$ cat config.mk
export PLATFORM = sky130hd
export DESIGN_NAME = escaped_reference_expander
export DESIGN_NICKNAME = d
export VERILOG_FILES = /design/src/hw/rtl/erx_pkg.sv /design/src/hw/rtl/erx_datapath.sv /design/src/hw/rtl/erx_ctrl.sv /design/src/hw/rtl/escaped_reference_expander.sv
export SDC_FILE = /design/constraint.sdc
export NUM_CORES = 1
export LEC_CHECK = 0
export BUFFER_PORTS_ARGS = -buffer_cell sky130_fd_sc_hd__buf_2
export CAP_MARGIN = 20
export CORE_MARGIN = 10
export CORE_UTILIZATION = 60
export DETAILED_ROUTE_END_ITERATION = 12
export PLACE_DENSITY_LB_ADDON = 0.15
export RECOVER_POWER = 25
export SYNTH_ARGS = -nofsm -noshare
export SYNTH_HDL_FRONTEND = slang
export SYNTH_HIERARCHICAL = 1
export SYNTH_SLANG_ARGS = --single-unit
export TNS_END_PERCENT = 50
$ cat constraint.sdc
create_clock -name clock -period 10.9 [get_ports clock]
set_input_delay 3.27 -clock clock [delete_from_list [all_inputs] [get_ports clock]]
set_output_delay 3.27 -clock clock [all_outputs]
set_load 0.1 [all_outputs]
$ cat src/hw/rtl/erx_pkg.sv
// Package for the escaped reference expander: payload structs, character codes,
// error codes and the command/status structs between controller and datapath.
// No dependencies.
package erx_pkg;

   localparam int ERR_OFF_W = 32;

   localparam logic [7:0] CHAR_GT   = 8'h3E;  // '>'
   localparam logic [7:0] CHAR_LT   = 8'h3C;  // '<'
   localparam logic [7:0] CHAR_AT   = 8'h40;  // '@'
   localparam logic [7:0] CHAR_ZERO = 8'h30;  // '0'

   localparam logic [3:0] BCD_ADJ_MIN = 4'd5;
   localparam logic [3:0] BCD_ADJ_ADD = 4'd3;

   typedef enum logic [1:0] {
      ERR_NONE = 2'd0,
      ERR_PEEK = 2'd1,
      ERR_REF  = 2'd2
   } err_code_type;

   typedef enum logic [1:0] {
      SRC_BYTE,
      SRC_DIGIT,
      SRC_ERROR
   } out_src_type;

   typedef struct packed {
      logic [7:0] in_byte;
      logic       end_of_field;
   } req_type;

   typedef struct packed {
      logic [7:0]           out_byte;
      logic                 is_error;
      err_code_type         error_code;
      logic [ERR_OFF_W-1:0] error_offset;
      logic                 last_of_field;
   } rsp_type;

   typedef struct packed {
      logic         accept;
      logic         mark;
      logic         id_store;
      logic         id_done;
      err_code_type err_code;
      logic         conv_step;
      logic         digit_shift;
      logic         load;
      out_src_type  src;
      logic         last;
   } erx_cmd_type;

   typedef struct packed {
      logic id_full;
      logic conv_last;
      logic top_zero;
      logic one_left;
   } erx_sts_type;

endpackage

$ cat src/hw/rtl/erx_datapath.sv
// Datapath of the escaped reference expander: offsets, id accumulator,
// shift-add-3 binary to BCD converter and the result register.
// Depends on erx_pkg.
module erx_datapath import erx_pkg::*; #(
   parameter int ID_BYTES    = 8,
   parameter int OFFSET_BITS = 32
) (
   input  logic        clock,
   input  logic        reset,
   input  req_type     req_payload,
   input  erx_cmd_type cmd,
   output erx_sts_type sts,
   output rsp_type     rsp_payload
);

   localparam int ACC_W  = 8 * ID_BYTES;
   // Decimal digits of the largest id: floor(bits * log10(2)) + 1.
   localparam int DIGITS = (ACC_W * 30103) / 100000 + 1;
   localparam int BCD_W  = 4 * DIGITS;
   localparam int CNT_W  = (ID_BYTES > 1) ? $clog2(ID_BYTES) : 1;
   localparam int ITER_W = $clog2(ACC_W);
   localparam int DCNT_W = $clog2(DIGITS + 1);

   logic [ACC_W-1:0]       acc_ff, acc_in;
   logic [CNT_W-1:0]       id_cnt_ff, id_cnt_in;
   logic [BCD_W-1:0]       bcd_ff, bcd_in;
   logic [ITER_W-1:0]      iter_ff, iter_in;
   logic [DCNT_W-1:0]      dcnt_ff, dcnt_in;
   logic [OFFSET_BITS-1:0] fo_ff, fo_in;
   logic [OFFSET_BITS-1:0] mark_ff, mark_in;
   err_code_type           err_code_ff, err_code_in;
   logic [OFFSET_BITS-1:0] err_off_ff, err_off_in;
   logic [7:0]             byte_ff, byte_in;
   rsp_type                rsp_ff, rsp_in;
   logic [BCD_W-1:0]       bcd_adj;
   logic [3:0]             nib;

   always_comb begin
      acc_in      = acc_ff;
      id_cnt_in   = id_cnt_ff;
      bcd_in      = bcd_ff;
      iter_in     = iter_ff;
      dcnt_in     = dcnt_ff;
      fo_in       = fo_ff;
      mark_in     = mark_ff;
      err_code_in = err_code_ff;
      err_off_in  = err_off_ff;
      byte_in     = byte_ff;
      rsp_in      = rsp_ff;
      bcd_adj     = bcd_ff;
      nib         = '0;

      if (cmd.accept) begin
         byte_in     = req_payload.in_byte;
         err_code_in = cmd.err_code;
         if (cmd.err_code == ERR_PEEK) begin
            err_off_in = fo_ff + OFFSET_BITS'(1);
         end else if (cmd.mark) begin
            err_off_in = fo_ff;
         end else begin
            err_off_in = mark_ff;
         end
         if (cmd.mark) begin
            acc_in    = '0;
            id_cnt_in = '0;
            mark_in   = fo_ff;
         end
         if (cmd.id_store) begin
            for (int i = 0; i < ID_BYTES; i++) begin
               if (id_cnt_ff == CNT_W'(i)) begin
                  acc_in[8*i +: 8] = req_payload.in_byte;
               end
            end
            id_cnt_in = cmd.id_done ? '0 : id_cnt_ff + CNT_W'(1);
         end
         if (cmd.id_done) begin
            bcd_in  = '0;
            iter_in = '0;
            dcnt_in = DCNT_W'(DIGITS);
         end
         if (req_payload.end_of_field) begin
            fo_in   = '0;
            mark_in = '0;
         end else begin
            fo_in = fo_ff + OFFSET_BITS'(1);
         end
      end

      // One shift-add-3 step: the id bits move MSB first into the BCD digits.
      if (cmd.conv_step) begin
         for (int d = 0; d < DIGITS; d++) begin
            nib = bcd_ff[4*d +: 4];
            bcd_adj[4*d +: 4] = (nib >= BCD_ADJ_MIN) ? nib + BCD_ADJ_ADD : nib;
         end
         bcd_in  = {bcd_adj[BCD_W-2:0], acc_ff[ACC_W-1]};
         acc_in  = {acc_ff[ACC_W-2:0], 1'b0};
         iter_in = iter_ff + ITER_W'(1);
      end

      if (cmd.load) begin
         rsp_in.last_of_field = cmd.last;
         case (cmd.src)
            SRC_BYTE: begin
               rsp_in.out_byte     = byte_ff;
               rsp_in.is_error     = 1'b0;
               rsp_in.error_code   = ERR_NONE;
               rsp_in.error_offset = '0;
            end
            SRC_DIGIT: begin
               rsp_in.out_byte     = CHAR_ZERO + {4'h0, bcd_ff[BCD_W-1 -: 4]};
               rsp_in.is_error     = 1'b0;
               rsp_in.error_code   = ERR_NONE;
               rsp_in.error_offset = '0;
            end
            default: begin
               rsp_in.out_byte     = '0;
               rsp_in.is_error     = 1'b1;
               rsp_in.error_code   = err_code_ff;
               rsp_in.error_offset = ERR_OFF_W'(err_off_ff);
            end
         endcase
      end

      if (cmd.digit_shift) begin
         bcd_in  = {bcd_ff[BCD_W-5:0], 4'h0};
         dcnt_in = dcnt_ff - DCNT_W'(1);
      end
   end

   always_ff @(posedge clock) begin
      if (reset) begin
         id_cnt_ff <= '0;
         fo_ff     <= '0;
         mark_ff   <= '0;
      end else begin
         id_cnt_ff <= id_cnt_in;
         fo_ff     <= fo_in;
         mark_ff   <= mark_in;
      end
      acc_ff      <= acc_in;
      bcd_ff      <= bcd_in;
      iter_ff     <= iter_in;
      dcnt_ff     <= dcnt_in;
      err_code_ff <= err_code_in;
      err_off_ff  <= err_off_in;
      byte_ff     <= byte_in;
      rsp_ff      <= rsp_in;
   end

   assign sts.id_full   = (id_cnt_ff == CNT_W'(ID_BYTES - 1));
   assign sts.conv_last = (iter_ff == ITER_W'(ACC_W - 1));
   assign sts.top_zero  = (bcd_ff[BCD_W-1 -: 4] == 4'h0);
   assign sts.one_left  = (dcnt_ff == DCNT_W'(1));
   assign rsp_payload   = rsp_ff;

endmodule

$ cat src/hw/rtl/erx_ctrl.sv
// Controller of the escaped reference expander: scan mode, per-transaction plan
// and the sequencer that emits copies, id digits and error items.
// Depends on erx_pkg.
module erx_ctrl import erx_pkg::*; (
   input  logic        clock,
   input  logic        reset,
   input  logic        req_valid,
   output logic        req_ready,
   input  req_type     req_payload,
   output logic        rsp_valid,
   input  logic        rsp_ready,
   input  erx_sts_type sts,
   output erx_cmd_type cmd
);

   typedef enum logic [1:0] {
      MODE_NORMAL,
      MODE_PEEK1,
      MODE_PEEK2,
      MODE_ID
   } mode_type;

   typedef enum logic [2:0] {
      S_IDLE,
      S_COPY,
      S_CONV,
      S_SKIP,
      S_DIGIT,
      S_ERR
   } state_type;

   state_type    state_ff, state_in;
   mode_type     mode_ff, mode_in;
   logic         dup_ff, dup_in;
   err_code_type err_ff, err_in;
   logic         last_ff, last_in;
   logic         rsp_valid_ff, rsp_valid_in;

   mode_type     plain_mode;
   logic         copies2;
   logic         copies1;
   logic         can_load;
   logic [7:0]   b;

   always_comb begin
      state_in     = state_ff;
      mode_in      = mode_ff;
      dup_in       = dup_ff;
      err_in       = err_ff;
      last_in      = last_ff;
      cmd          = '0;
      cmd.src      = SRC_BYTE;
      cmd.err_code = ERR_NONE;
      b            = req_payload.in_byte;
      plain_mode   = (b == CHAR_GT) ? MODE_PEEK1 : MODE_NORMAL;
      copies1      = 1'b0;
      copies2      = 1'b0;
      can_load     = !rsp_valid_ff || rsp_ready;

      unique case (state_ff)
         S_IDLE: begin
            if (req_valid) begin
               cmd.accept = 1'b1;
               unique case (mode_ff)
                  MODE_NORMAL: begin
                     copies1 = 1'b1;
                     mode_in = plain_mode;
                  end
                  MODE_PEEK1: begin
                     if (b == CHAR_LT) begin
                        copies1 = 1'b1;
                        mode_in = MODE_PEEK2;
                     end else begin
                        copies2 = 1'b1;
                        mode_in = plain_mode;
                     end
                  end
                  MODE_PEEK2: begin
                     if (b == CHAR_AT) begin
                        copies1  = 1'b1;
                        cmd.mark = 1'b1;
                        mode_in  = MODE_ID;
                     end else begin
                        copies2 = 1'b1;
                        mode_in = plain_mode;
                     end
                  end
                  MODE_ID: begin
                     cmd.id_store = 1'b1;
                     if (sts.id_full) begin
                        cmd.id_done = 1'b1;
                        mode_in     = MODE_NORMAL;
                     end
                  end
               endcase
               // A field that ends with a peek or a reference still open reports it.
               if (req_payload.end_of_field) begin
                  if (mode_in == MODE_PEEK1 || mode_in == MODE_PEEK2) begin
                     cmd.err_code = ERR_PEEK;
                  end else if (mode_in == MODE_ID) begin
                     cmd.err_code = ERR_REF;
                  end
                  mode_in = MODE_NORMAL;
               end
               err_in  = cmd.err_code;
               last_in = req_payload.end_of_field;
               dup_in  = copies2;
               priority if (copies1 || copies2) begin
                  state_in = S_COPY;
               end else if (cmd.id_done) begin
                  state_in = S_CONV;
               end else if (cmd.err_code != ERR_NONE) begin
                  state_in = S_ERR;
               end else begin
                  state_in = S_IDLE;
               end
            end
         end
         S_COPY: begin
            if (can_load) begin
               cmd.load = 1'b1;
               cmd.src  = SRC_BYTE;
               cmd.last = last_ff && !dup_ff && (err_ff == ERR_NONE);
               if (dup_ff) begin
                  dup_in = 1'b0;
               end else if (err_ff != ERR_NONE) begin
                  state_in = S_ERR;
               end else begin
                  state_in = S_IDLE;
               end
            end
         end
         S_CONV: begin
            cmd.conv_step = 1'b1;
            if (sts.conv_last) begin
               state_in = S_SKIP;
            end
         end
         S_SKIP: begin
            // Leading zeros are dropped; the last digit always stays.
            if (sts.top_zero && !sts.one_left) begin
               cmd.digit_shift = 1'b1;
            end else begin
               state_in = S_DIGIT;
            end
         end
         S_DIGIT: begin
            if (can_load) begin
               cmd.load        = 1'b1;
               cmd.src         = SRC_DIGIT;
               cmd.digit_shift = 1'b1;
               cmd.last        = last_ff && sts.one_left;
               if (sts.one_left) begin
                  state_in = S_IDLE;
               end
            end
         end
         S_ERR: begin
            if (can_load) begin
               cmd.load = 1'b1;
               cmd.src  = SRC_ERROR;
               cmd.last = 1'b1;
               state_in = S_IDLE;
            end
         end
         default: begin
            state_in = S_IDLE;
         end
      endcase

      if (cmd.load) begin
         rsp_valid_in = 1'b1;
      end else if (rsp_ready) begin
         rsp_valid_in = 1'b0;
      end else begin
         rsp_valid_in = rsp_valid_ff;
      end
   end

   always_ff @(posedge clock) begin
      if (reset) begin
         state_ff     <= S_IDLE;
         mode_ff      <= MODE_NORMAL;
         dup_ff       <= 1'b0;
         err_ff       <= ERR_NONE;
         last_ff      <= 1'b0;
         rsp_valid_ff <= 1'b0;
      end else begin
         state_ff     <= state_in;
         mode_ff      <= mode_in;
         dup_ff       <= dup_in;
         err_ff       <= err_in;
         last_ff      <= last_in;
         rsp_valid_ff <= rsp_valid_in;
      end
   end

   assign req_ready = (state_ff == S_IDLE);
   assign rsp_valid = rsp_valid_ff;

endmodule

$ cat src/hw/rtl/escaped_reference_expander.sv
// Escaped reference expander: bytes of a field are copied to the output; a byte
// after '>' (or after '><') is echoed as a peek copy and then copied again unless
// it continues the marker, and after '><@' the next ID_BYTES little-endian bytes
// are replaced by their decimal text. One transaction is taken at a time: an
// ordinary byte is accepted and then copied (twice when it is echoed, with an
// error item after it if the field ends inside a peek or a reference); an id
// byte that does not complete the id is only stored (an error item follows when
// the field ends on it); and the final id byte is accepted, run through the
// bit-serial shift-add-3 converter, stripped of leading zeros and emitted as one
// item per decimal digit, up to 20 digits for 8-byte ids. Output back-pressure
// stalls the copies, digits and error items. The result register lets a new
// transaction be accepted while the last result still waits.
// Depends on erx_pkg, erx_ctrl and erx_datapath.
module escaped_reference_expander import erx_pkg::*; #(
   parameter int ID_BYTES    = 8,
   parameter int OFFSET_BITS = 32
) (
   input  logic    clock,
   input  logic    reset,
   input  logic    req_valid,
   output logic    req_ready,
   input  req_type req_payload,
   output logic    rsp_valid,
   input  logic    rsp_ready,
   output rsp_type rsp_payload
);

   erx_cmd_type cmd;
   erx_sts_type sts;

   erx_ctrl u_ctrl (
      .clock       (clock),
      .reset       (reset),
      .req_valid   (req_valid),
      .req_ready   (req_ready),
      .req_payload (req_payload),
      .rsp_valid   (rsp_valid),
      .rsp_ready   (rsp_ready),
      .sts         (sts),
      .cmd         (cmd)
   );

   erx_datapath #(
      .ID_BYTES    (ID_BYTES),
      .OFFSET_BITS (OFFSET_BITS)
   ) u_datapath (
      .clock       (clock),
      .reset       (reset),
      .req_payload (req_payload),
      .cmd         (cmd),
      .sts         (sts),
      .rsp_payload (rsp_payload)
   );

`ifndef ASSERT_OFF
   // The result register is never overwritten while it holds an untaken result.
   a_load_safe: assert property (@(posedge clock) disable iff (reset)
      cmd.load |-> (!rsp_valid || rsp_ready))
      else $error("result register overwritten");

   // An error item always closes its field.
   a_err_last: assert property (@(posedge clock) disable iff (reset)
      (rsp_valid && rsp_payload.is_error) |-> rsp_payload.last_of_field)
      else $error("error item without last_of_field");

   // Error items carry a real code and no data byte.
   a_err_form: assert property (@(posedge clock) disable iff (reset)
      (rsp_valid && rsp_payload.is_error) |->
         ((rsp_payload.error_code == ERR_PEEK || rsp_payload.error_code == ERR_REF)
          && rsp_payload.out_byte == 8'h00))
      else $error("malformed error item");

   // The datapath takes a transaction exactly when the handshake completes.
   a_accept: assert property (@(posedge clock) disable iff (reset)
      cmd.accept == (req_valid && req_ready))
      else $error("accept command out of step with handshake");
`endif

endmodule
# [Word level (Yosys, flattened, before mapping)]
# Cells that the tools add are included.
[classes] n_mux=105 add_sub_neg=25 n_eq_ne=33 order_cmp=20 reduce_logical=34
[ops] cell="$mux W80" n=4
[ops] cell="$mux W64" n=4
[ops] cell="$mux W32" n=4
[ops] cell="$pmux W43 S2" n=1
[ops] cell="$mux W4" n=21
[ops] cell="$ge A4 B3 Y1 const B" n=20
[ops] cell="$add A4 B2 Y4 const B" n=19
[ops] cell="$mux W8" n=8
[ops] cell="$mux W3" n=16
[ops] cell="$add A32 B1 Y32 const B" n=1
[ops] cell="$mux W6" n=5
[ops] cell="$mux W2" n=14
[ops] cell="$mux W5" n=4
[ops] cell="$eq A3 B3 Y1 const B" n=6
[ops] cell="$pmux W3 S6" n=1
[ops] cell="$reduce_bool A2 Y1" n=9
[ops] cell="$mux W1" n=17
[ops] cell="$eq A8 B6 Y1 const B" n=2
[ops] cell="$eq A3 B2 Y1 const B" n=4
[ops] cell="$pmux W4 S3" n=1
[ops] cell="$reduce_and A2 Y1" n=5
[ops] cell="$eq A2 B1 Y1 const B" n=4
[ops] cell="$eq A2 B2 Y1 const B" n=4
[ops] cell="$eq A8 B7 Y1 const B" n=1
[ops] cell="22 further kinds" n=42
[totals] elab_cells=240 register_bits=318

# [Logic depth before layout (Yosys ltp)]
# Gate-level depths: netlist (run 1).
[depth] word_depth=19 ltp_mapped=15

# [By module]
# The synthesis (run 1) kept the hierarchy.
[modules_own_cells] mod="erx_datapath" area_per_inst_um2=16070.4 instances=1 cells_each=1649
[modules_own_cells] mod="erx_ctrl" area_per_inst_um2=860.8 instances=1 cells_each=110

# [Worst setup path before layout (run 1)]
# OpenSTA, ideal clock, no wires.
[synth_path] path_kind="input to register" startpoint="input port req_valid" endpoint="register u_datapath.bcd_ff[10], enable pin" arrival_time_ns=6.150 n_path_buf=0 path_stages=6 setup_slack_ns=4.320 cell_sequence="nand2_2 -> inv_2 -> and3_1 -> a21o_1 -> nor2_1 -> inv_1"
[synth_lines] item="start: declaration" line="escaped_reference_expander.sv:20" source="input logic req_valid,"
[synth_lines] item="end signal: assignment" line="erx_datapath.sv:141" source="bcd_ff <= bcd_in;"
[synth_lines] item="end: declaration" line="erx_datapath.sv:26" source="logic [BCD_W-1:0] bcd_ff, bcd_in;"

==> results.cfg, run 1 <==
[cts]
cts_max_path_buffers = 3
postCtsSetupRepairBufs = 0
clk_pin_slew_ns = 0.06
cts_max_level = 2
clock_latency_ns = 0.51
cts_tree = yes
cts.sinks = 318
root_buffer = clkbuf_16
hold_buffers = 0
numCtsBuffers = 35
cts-resized-gates = 0

[finish]
n_fill_cell = 2203
nets = 1810
regArea_sq_um = 8730
drive_gt1_frac = 0.0786
n_antenna_cell = 0
layout_common_cells = edfxtp_1, nand2_1, o21ai_0
area_delta_synth_final_pct = 9.40
final_cell_area_sq_um = 18500
fin_cells = 2146
final_common_cell = edfxtp_1
multi_input_area_sq_um = 7480

[logic_synthesis]
yosys_warnings = 6
ys_types = 75
seq_area_frac_synth = 0.516
synth_area_per_cell_sq_um = 9.63
synth_cells = 1759
synth_edf_count = 236
synthArstFlopShare = 0
synthFlopType = edfxtp_1
ys_seq_elements = 318
synth_nets = 1827
netlist_area_sq_um = 16900

[route]
drt_pass1_iterations = 7
avgViaCountPerCell = 6.12
drtIter0Drc = 1378
antenna_left = 0
drc = 0
wire_per_inst_microns = 17.9
vias = 13100
drt-total-wl_mm = 38.4

[sta]
fmax_mhz = 149
rsz0062_at_grt = no
period_needed_ns = 6.72
hold_ws_ns = 0.469
fin_setup_tns_ns = 0
slew-limit-headroom = -1.42
worst_clock_skew_ns = 0.0140
tightest_slew_ns = 3.63
setup_violations = 0
period_share = 0.616
maxSlewViolCount = 230
hold_viol_final = 0

[power]
p_leak_nw = 6.44
powerDensity_nw_per_um2 = 208
ir_drop_uv = 156

[worst_setup_path]
endpoint_kind = flop
crit_fanout = 40
crit_type = input pin to flop
arrival_ns = 6.97
cp.required_ns = 11.16
critPathLaunchType = input pin

[place]
dp_cells = 2082
place.detailed.hpwl_mm = 23.4
dpl-instance-area_sq_um = 17400
numPortBuffers = 58
gp_congestion = 0.827

[global_routing]
first_global_vias = 12400
grt_max_degree = 91
antenna_found_initial = 0
grt_usage = 0.209
grt_pass1_wl_mm = 62.9
overflow = 0

[die]
initial_core_util = 0.609
dieArea_sq_um = 35300
die_x_microns = 188
dieHeight_microns = 188
core_sq_um = 27800
io-pin-count = 59
row_count = 61

[outcome]
violations = max-capacitance violations, max-slew violations
run_status = complete, but fails checks

[min_path]
hold_path.class = flop to flop

[flow_run]
max-cap-violations = 4
cells by family after synthesis:
logic type	synth area share
AO/OA/AOI/OAI	0.179
flip-flops	0.516
adder cells (fa/ha/maj)	0.0406
AND/OR/NAND/NOR	0.198
XOR/XNOR	0.0176
buffers and inverters	0.0447
multiplexers	0.00473
layer usage:
metal,share of wire,GRT usage
met4,0.016,0.0535
met3,0.063,0.0289
met2,0.47,0.334
met1,0.46,0.291
met5,0,0
cells in the mapped netlist, types with 3 or more instances:
| library cell | instances | area share |
|---|---|---|
| o22ai_1 | 4 | 0.0015 |
| a31oi_1 | 7 | 0.0026 |
| nor3b_1 | 88 | 0.039 |
| clkbuf_1 | 109 | 0.024 |
| o31ai_1 | 10 | 0.0044 |
| nand3b_1 | 4 | 0.0018 |
| ha_1 | 55 | 0.041 |
| o311ai_0 | 6 | 0.0031 |
| nor4_1 | 10 | 0.0037 |
| xnor2_1 | 23 | 0.012 |
| nand4b_1 | 4 | 0.0021 |
| o32ai_1 | 14 | 0.0072 |
| inv_1 | 63 | 0.014 |
| a32oi_1 | 3 | 0.0016 |
| xor2_1 | 11 | 0.0057 |
| edfxtp_1 | 236 | 0.42 |
| and2_1 | 45 | 0.017 |
| a211o_1 | 5 | 0.0026 |
| nor2_1 | 138 | 0.031 |
| or4_1 | 11 | 0.0049 |
| a22oi_1 | 48 | 0.021 |
| nand3_1 | 20 | 0.0059 |
| nand2b_1 | 29 | 0.011 |
| buf_1 | 6 | 0.0013 |
| buf_2 | 10 | 0.0030 |
| o21ai_0 | 191 | 0.056 |
| nor3_1 | 22 | 0.0065 |
| dfxtp_1 | 82 | 0.097 |
| nand2_1 | 190 | 0.042 |
| nand4_1 | 8 | 0.0030 |
| a21oi_1 | 180 | 0.053 |
| nor2b_1 | 21 | 0.0078 |
| and3_1 | 12 | 0.0044 |
| a221o_1 | 8 | 0.0047 |
| o21a_1 | 4 | 0.0018 |
| or3_1 | 13 | 0.0048 |
| buf_4 | 4 | 0.0018 |
| a21o_1 | 4 | 0.0018 |
| a311oi_1 | 3 | 0.0016 |
| mux2i_1 | 8 | 0.0047 |
| a41oi_1 | 5 | 0.0026 |
flip-flops by register name (all words and copies together) (netlist names):
name	flops
u_ctrl/state_ff	3
u_datapath/acc_ff	64
u_datapath/dcnt_ff	5
u_datapath/bcd_ff	80
u_datapath/id_cnt_ff	3
u_datapath/rsp_payload	44
u_ctrl/last_ff	1
u_ctrl/rsp_valid	1
u_ctrl/mode_ff	2
u_datapath/mark_ff	32
u_ctrl/dup_ff	1
u_datapath/fo_ff	32
u_datapath/err_code_ff	2
u_datapath/iter_ff	6
u_ctrl/err_ff	2
u_datapath/byte_ff	8
u_datapath/err_off_ff	32
metrics by stage:
stage               power, mW  worst slack, ns   util
floorplan                2.45             4.32      -
global placement         2.64             3.76  0.624
detailed placement       2.66             3.72  0.625
CTS                      3.89             4.24  0.668
global route             4.02             3.97  0.667
finish                   3.85             4.18  0.667
worst paths after layout:
| path | slack [ns] | cells after the start | to | start |
|---|---|---|---|---|
| min reg2reg | 0.47 | 2 | u_ctrl/err_ff[0] | u_ctrl/err_ff[0] |
| max reg2reg | 6.17 | 5 | u_datapath/acc_ff[29] | u_ctrl/state_ff[0] |
| min | 0.47 | 2 | u_ctrl/err_ff[0] | u_ctrl/err_ff[0] |
| max | 4.18 | 13 | u_datapath/err_off_ff[21] | req_payload[5] |
layout make-up:
type,instances,area share
timing repair buffer,76,0.0212
multi-input combinational,1247,0.404
clock buffer,57,0.0613
clock inverter,6,0.00412
inverter,64,0.0130
sequential,318,0.471
tap,378,0.0255
report_power, final:
| group | leakage (nW) | internal, mW | switching [mW] |
|---|---|---|---|
| logic | 2.90 | 0.189 | 0.777 |
| registers | 2.95 | 1.56 | 0.101 |
| clock network | 0.592 | 0.759 | 0.465 |
worst max-delay path, cell delays in order:
cell and delay (ns):
clkbuf_1 0.54, nor4b_2 0.35, or3b_1 0.42, o22ai_2 0.16, a21o_1 0.11, ha_1 0.16, nand3_1 0.11, inv_1 0.16
nand2b_1 0.12, buf_4 0.36, nand2_1 0.62, o311a_1 0.34, a211o_1 0.26
(Power assumes the default switching activity.)
==> inputs of run 2 (changes only) <==
Settings changed: CORE_UTILIZATION 60 to 57.
Clock period 10.9 ns to 5.6 ns, I/O delays scaled along.
==> run 2 against run 1 <==
The flow still finishes with violations (max-capacitance violations, max-slew violations). Combinational power increased by 95%. Clock-buffer cell count shrank 10. Via count rose by 0.21%. Largest cell class unchanged. Power increased by 95%. Register-to-register slack worse by 5.3 ns.
==> results.cfg, run 2 (same netlist as run 1, synthesis figures left out) <==
[die]
dieHeight_microns = 192
initial_core_util = 0.574
io-pin-count = 59
row_count = 63
core_sq_um = 29500
dieArea_sq_um = 37000
die_x_microns = 192

[cts]
numCtsBuffers = 36
postCtsSetupRepairBufs = 0
cts_max_level = 2
clk_pin_slew_ns = 0.06
cts_max_path_buffers = 3
hold_buffers = 0
cts.sinks = 318
cts-resized-gates = 0
clock_latency_ns = 0.52
root_buffer = clkbuf_16
cts_tree = yes

[power]
ir_drop_uv = 317
p_leak_nw = 6.46
powerDensity_nw_per_um2 = 405

[sta]
maxSlewViolCount = 242
slew-limit-headroom = -1.14
rsz0062_at_grt = no
worst_clock_skew_ns = 0.0143
setup_violations = 0
fmax_mhz = 208
tightest_slew_ns = 3.21
fin_setup_tns_ns = 0
period_needed_ns = 4.82
period_share = 0.860
hold_viol_final = 0

[flow_run]
max-cap-violations = 5

[worst_setup_path]
crit_slowest_cell = clkbuf_1
cp.required_ns = 5.80
critPathMaxStageDelay_ns = 1.38
crit_family = buffers and inverters
crit_type = input pin to flop
endpoint_kind = flop
crit_fanout = 44
critPathLaunchType = input pin
timing.critical_path.buf_inv = 4
worstPathCellList = clkbuf_1, nor2b_1, nor2_1, nand2_1, o22ai_1, clkbuf_1, nor2_1, inv_2, buf_12
arrival_ns = 5.02

[finish]
nets = 1816
final_common_cell = edfxtp_1
fin_cells = 2165
drive_gt1_frac = 0.0817
largest_register_ffs = 80
layout_common_cells = edfxtp_1, nand2_1, o21ai_0
area_delta_synth_final_pct = 9.56
regMostFlops = u_datapath/bcd_ff
fin_util = 0.629

[global_routing]
grt_max_degree = 75
grt_usage = 0.212
first_global_vias = 12500
antenna_found_initial = 2
overflow = 0
grt_pass1_wl_mm = 64.9

[min_path]
hold_path.class = flop to flop

[route]
wl_met2_mm = 18.4
drtIter0Drc = 1155
drc = 0
drt-total-wl_mm = 39.8
avgViaCountPerCell = 6.08
wl_met3_mm = 2.41
drt_pass1_iterations = 5
highest_layer = met5
antenna_left = 0
wire_per_inst_microns = 18.4
m1WireLength_mm = 18.3
vias = 13200

[outcome]
violations = max-capacitance violations, max-slew violations
run_status = complete, but fails checks

[place]
place.detailed.hpwl_mm = 24.9
dp_cells = 2100
gp_congestion = 0.824
numPortBuffers = 58
==> run 2: cell count changes in the layout (fill, tap and decap cells not counted), moves of 2 or more <==
cell / previous run / this run
buf_4: 12 / 17
clkbuf_1: 29 / 24
and2_0: 30 / 34
and2_1: 14 / 10
clkinv_2: 1 / 5
clkbuf_8: 7 / 4
clkinv_1: 3 / 6
clkbuf_16: 40 / 38
clkinvlp_4: 0 / 2
==> run 2: routing by layer <==
| layer | vias to the layer above | GRT usage |
|---|---|---|
| met1 | 6373 | 0.299 |
| met5 | - | 0 |
| li1 | 6350 | - |
| met4 | 2 | 0.0561 |
| met3 | 68 | 0.0340 |
| met2 | 364 | 0.333 |
==> run 2: stage by stage <==
stage	hold slack (ns)	power, mW	instance area, sq um	setup slack (ns)
after floorplan	0.436	4.76	16900	0.391
after global placement	0.452	5.16	17400	0.819
after detailed placement	0.450	5.20	17400	0.694
after CTS	0.459	7.58	18600	1.20
after global routing	0.471	7.84	18600	0.467
final	0.458	7.51	18600	0.785
==> run 2: report_power, final <==
group	internal, mW	leakage, nW	switching [mW]	total (mW)
logic	0.369	2.93	1.52	1.88
registers	3.05	2.95	0.210	3.26
clock network	1.43	0.579	0.940	2.37
total	4.85	6.46	2.67	7.51
==> run 2: layout make-up <==
cell class                      instances  area [sq um]
Clock inverter                         17           159
Tap cell                              390           488
Fill cell                            2447         10900
Multi-Input combinational cell       1247          7470
Clock buffer                           47          1020
Inverter                               64           240
Timing Repair Buffer                   81           439
Antenna cell                            1          2.50
Sequential cell                       318          8730
==> run 2: path summary, 6_finish.rpt <==
check	slack, ns	endpoint	start	cells past startpoint
worst max-delay path	0.78	u_datapath/bcd_ff[57]	rsp_ready	9
worst min-delay path	0.46	u_ctrl/err_ff[0]	u_ctrl/err_ff[0]	2
worst max register to register	0.89	u_datapath/acc_ff[60]	u_ctrl/state_ff[0]	5
worst min register to register	0.46	u_ctrl/err_ff[0]	u_ctrl/err_ff[0]	2
==> run 2: tightest hold or removal path, stage by stage (launching register included) <==
cell,delay (ns)
dfxtp_1,0.31
nand2_1,0.05
a21oi_1,0.05
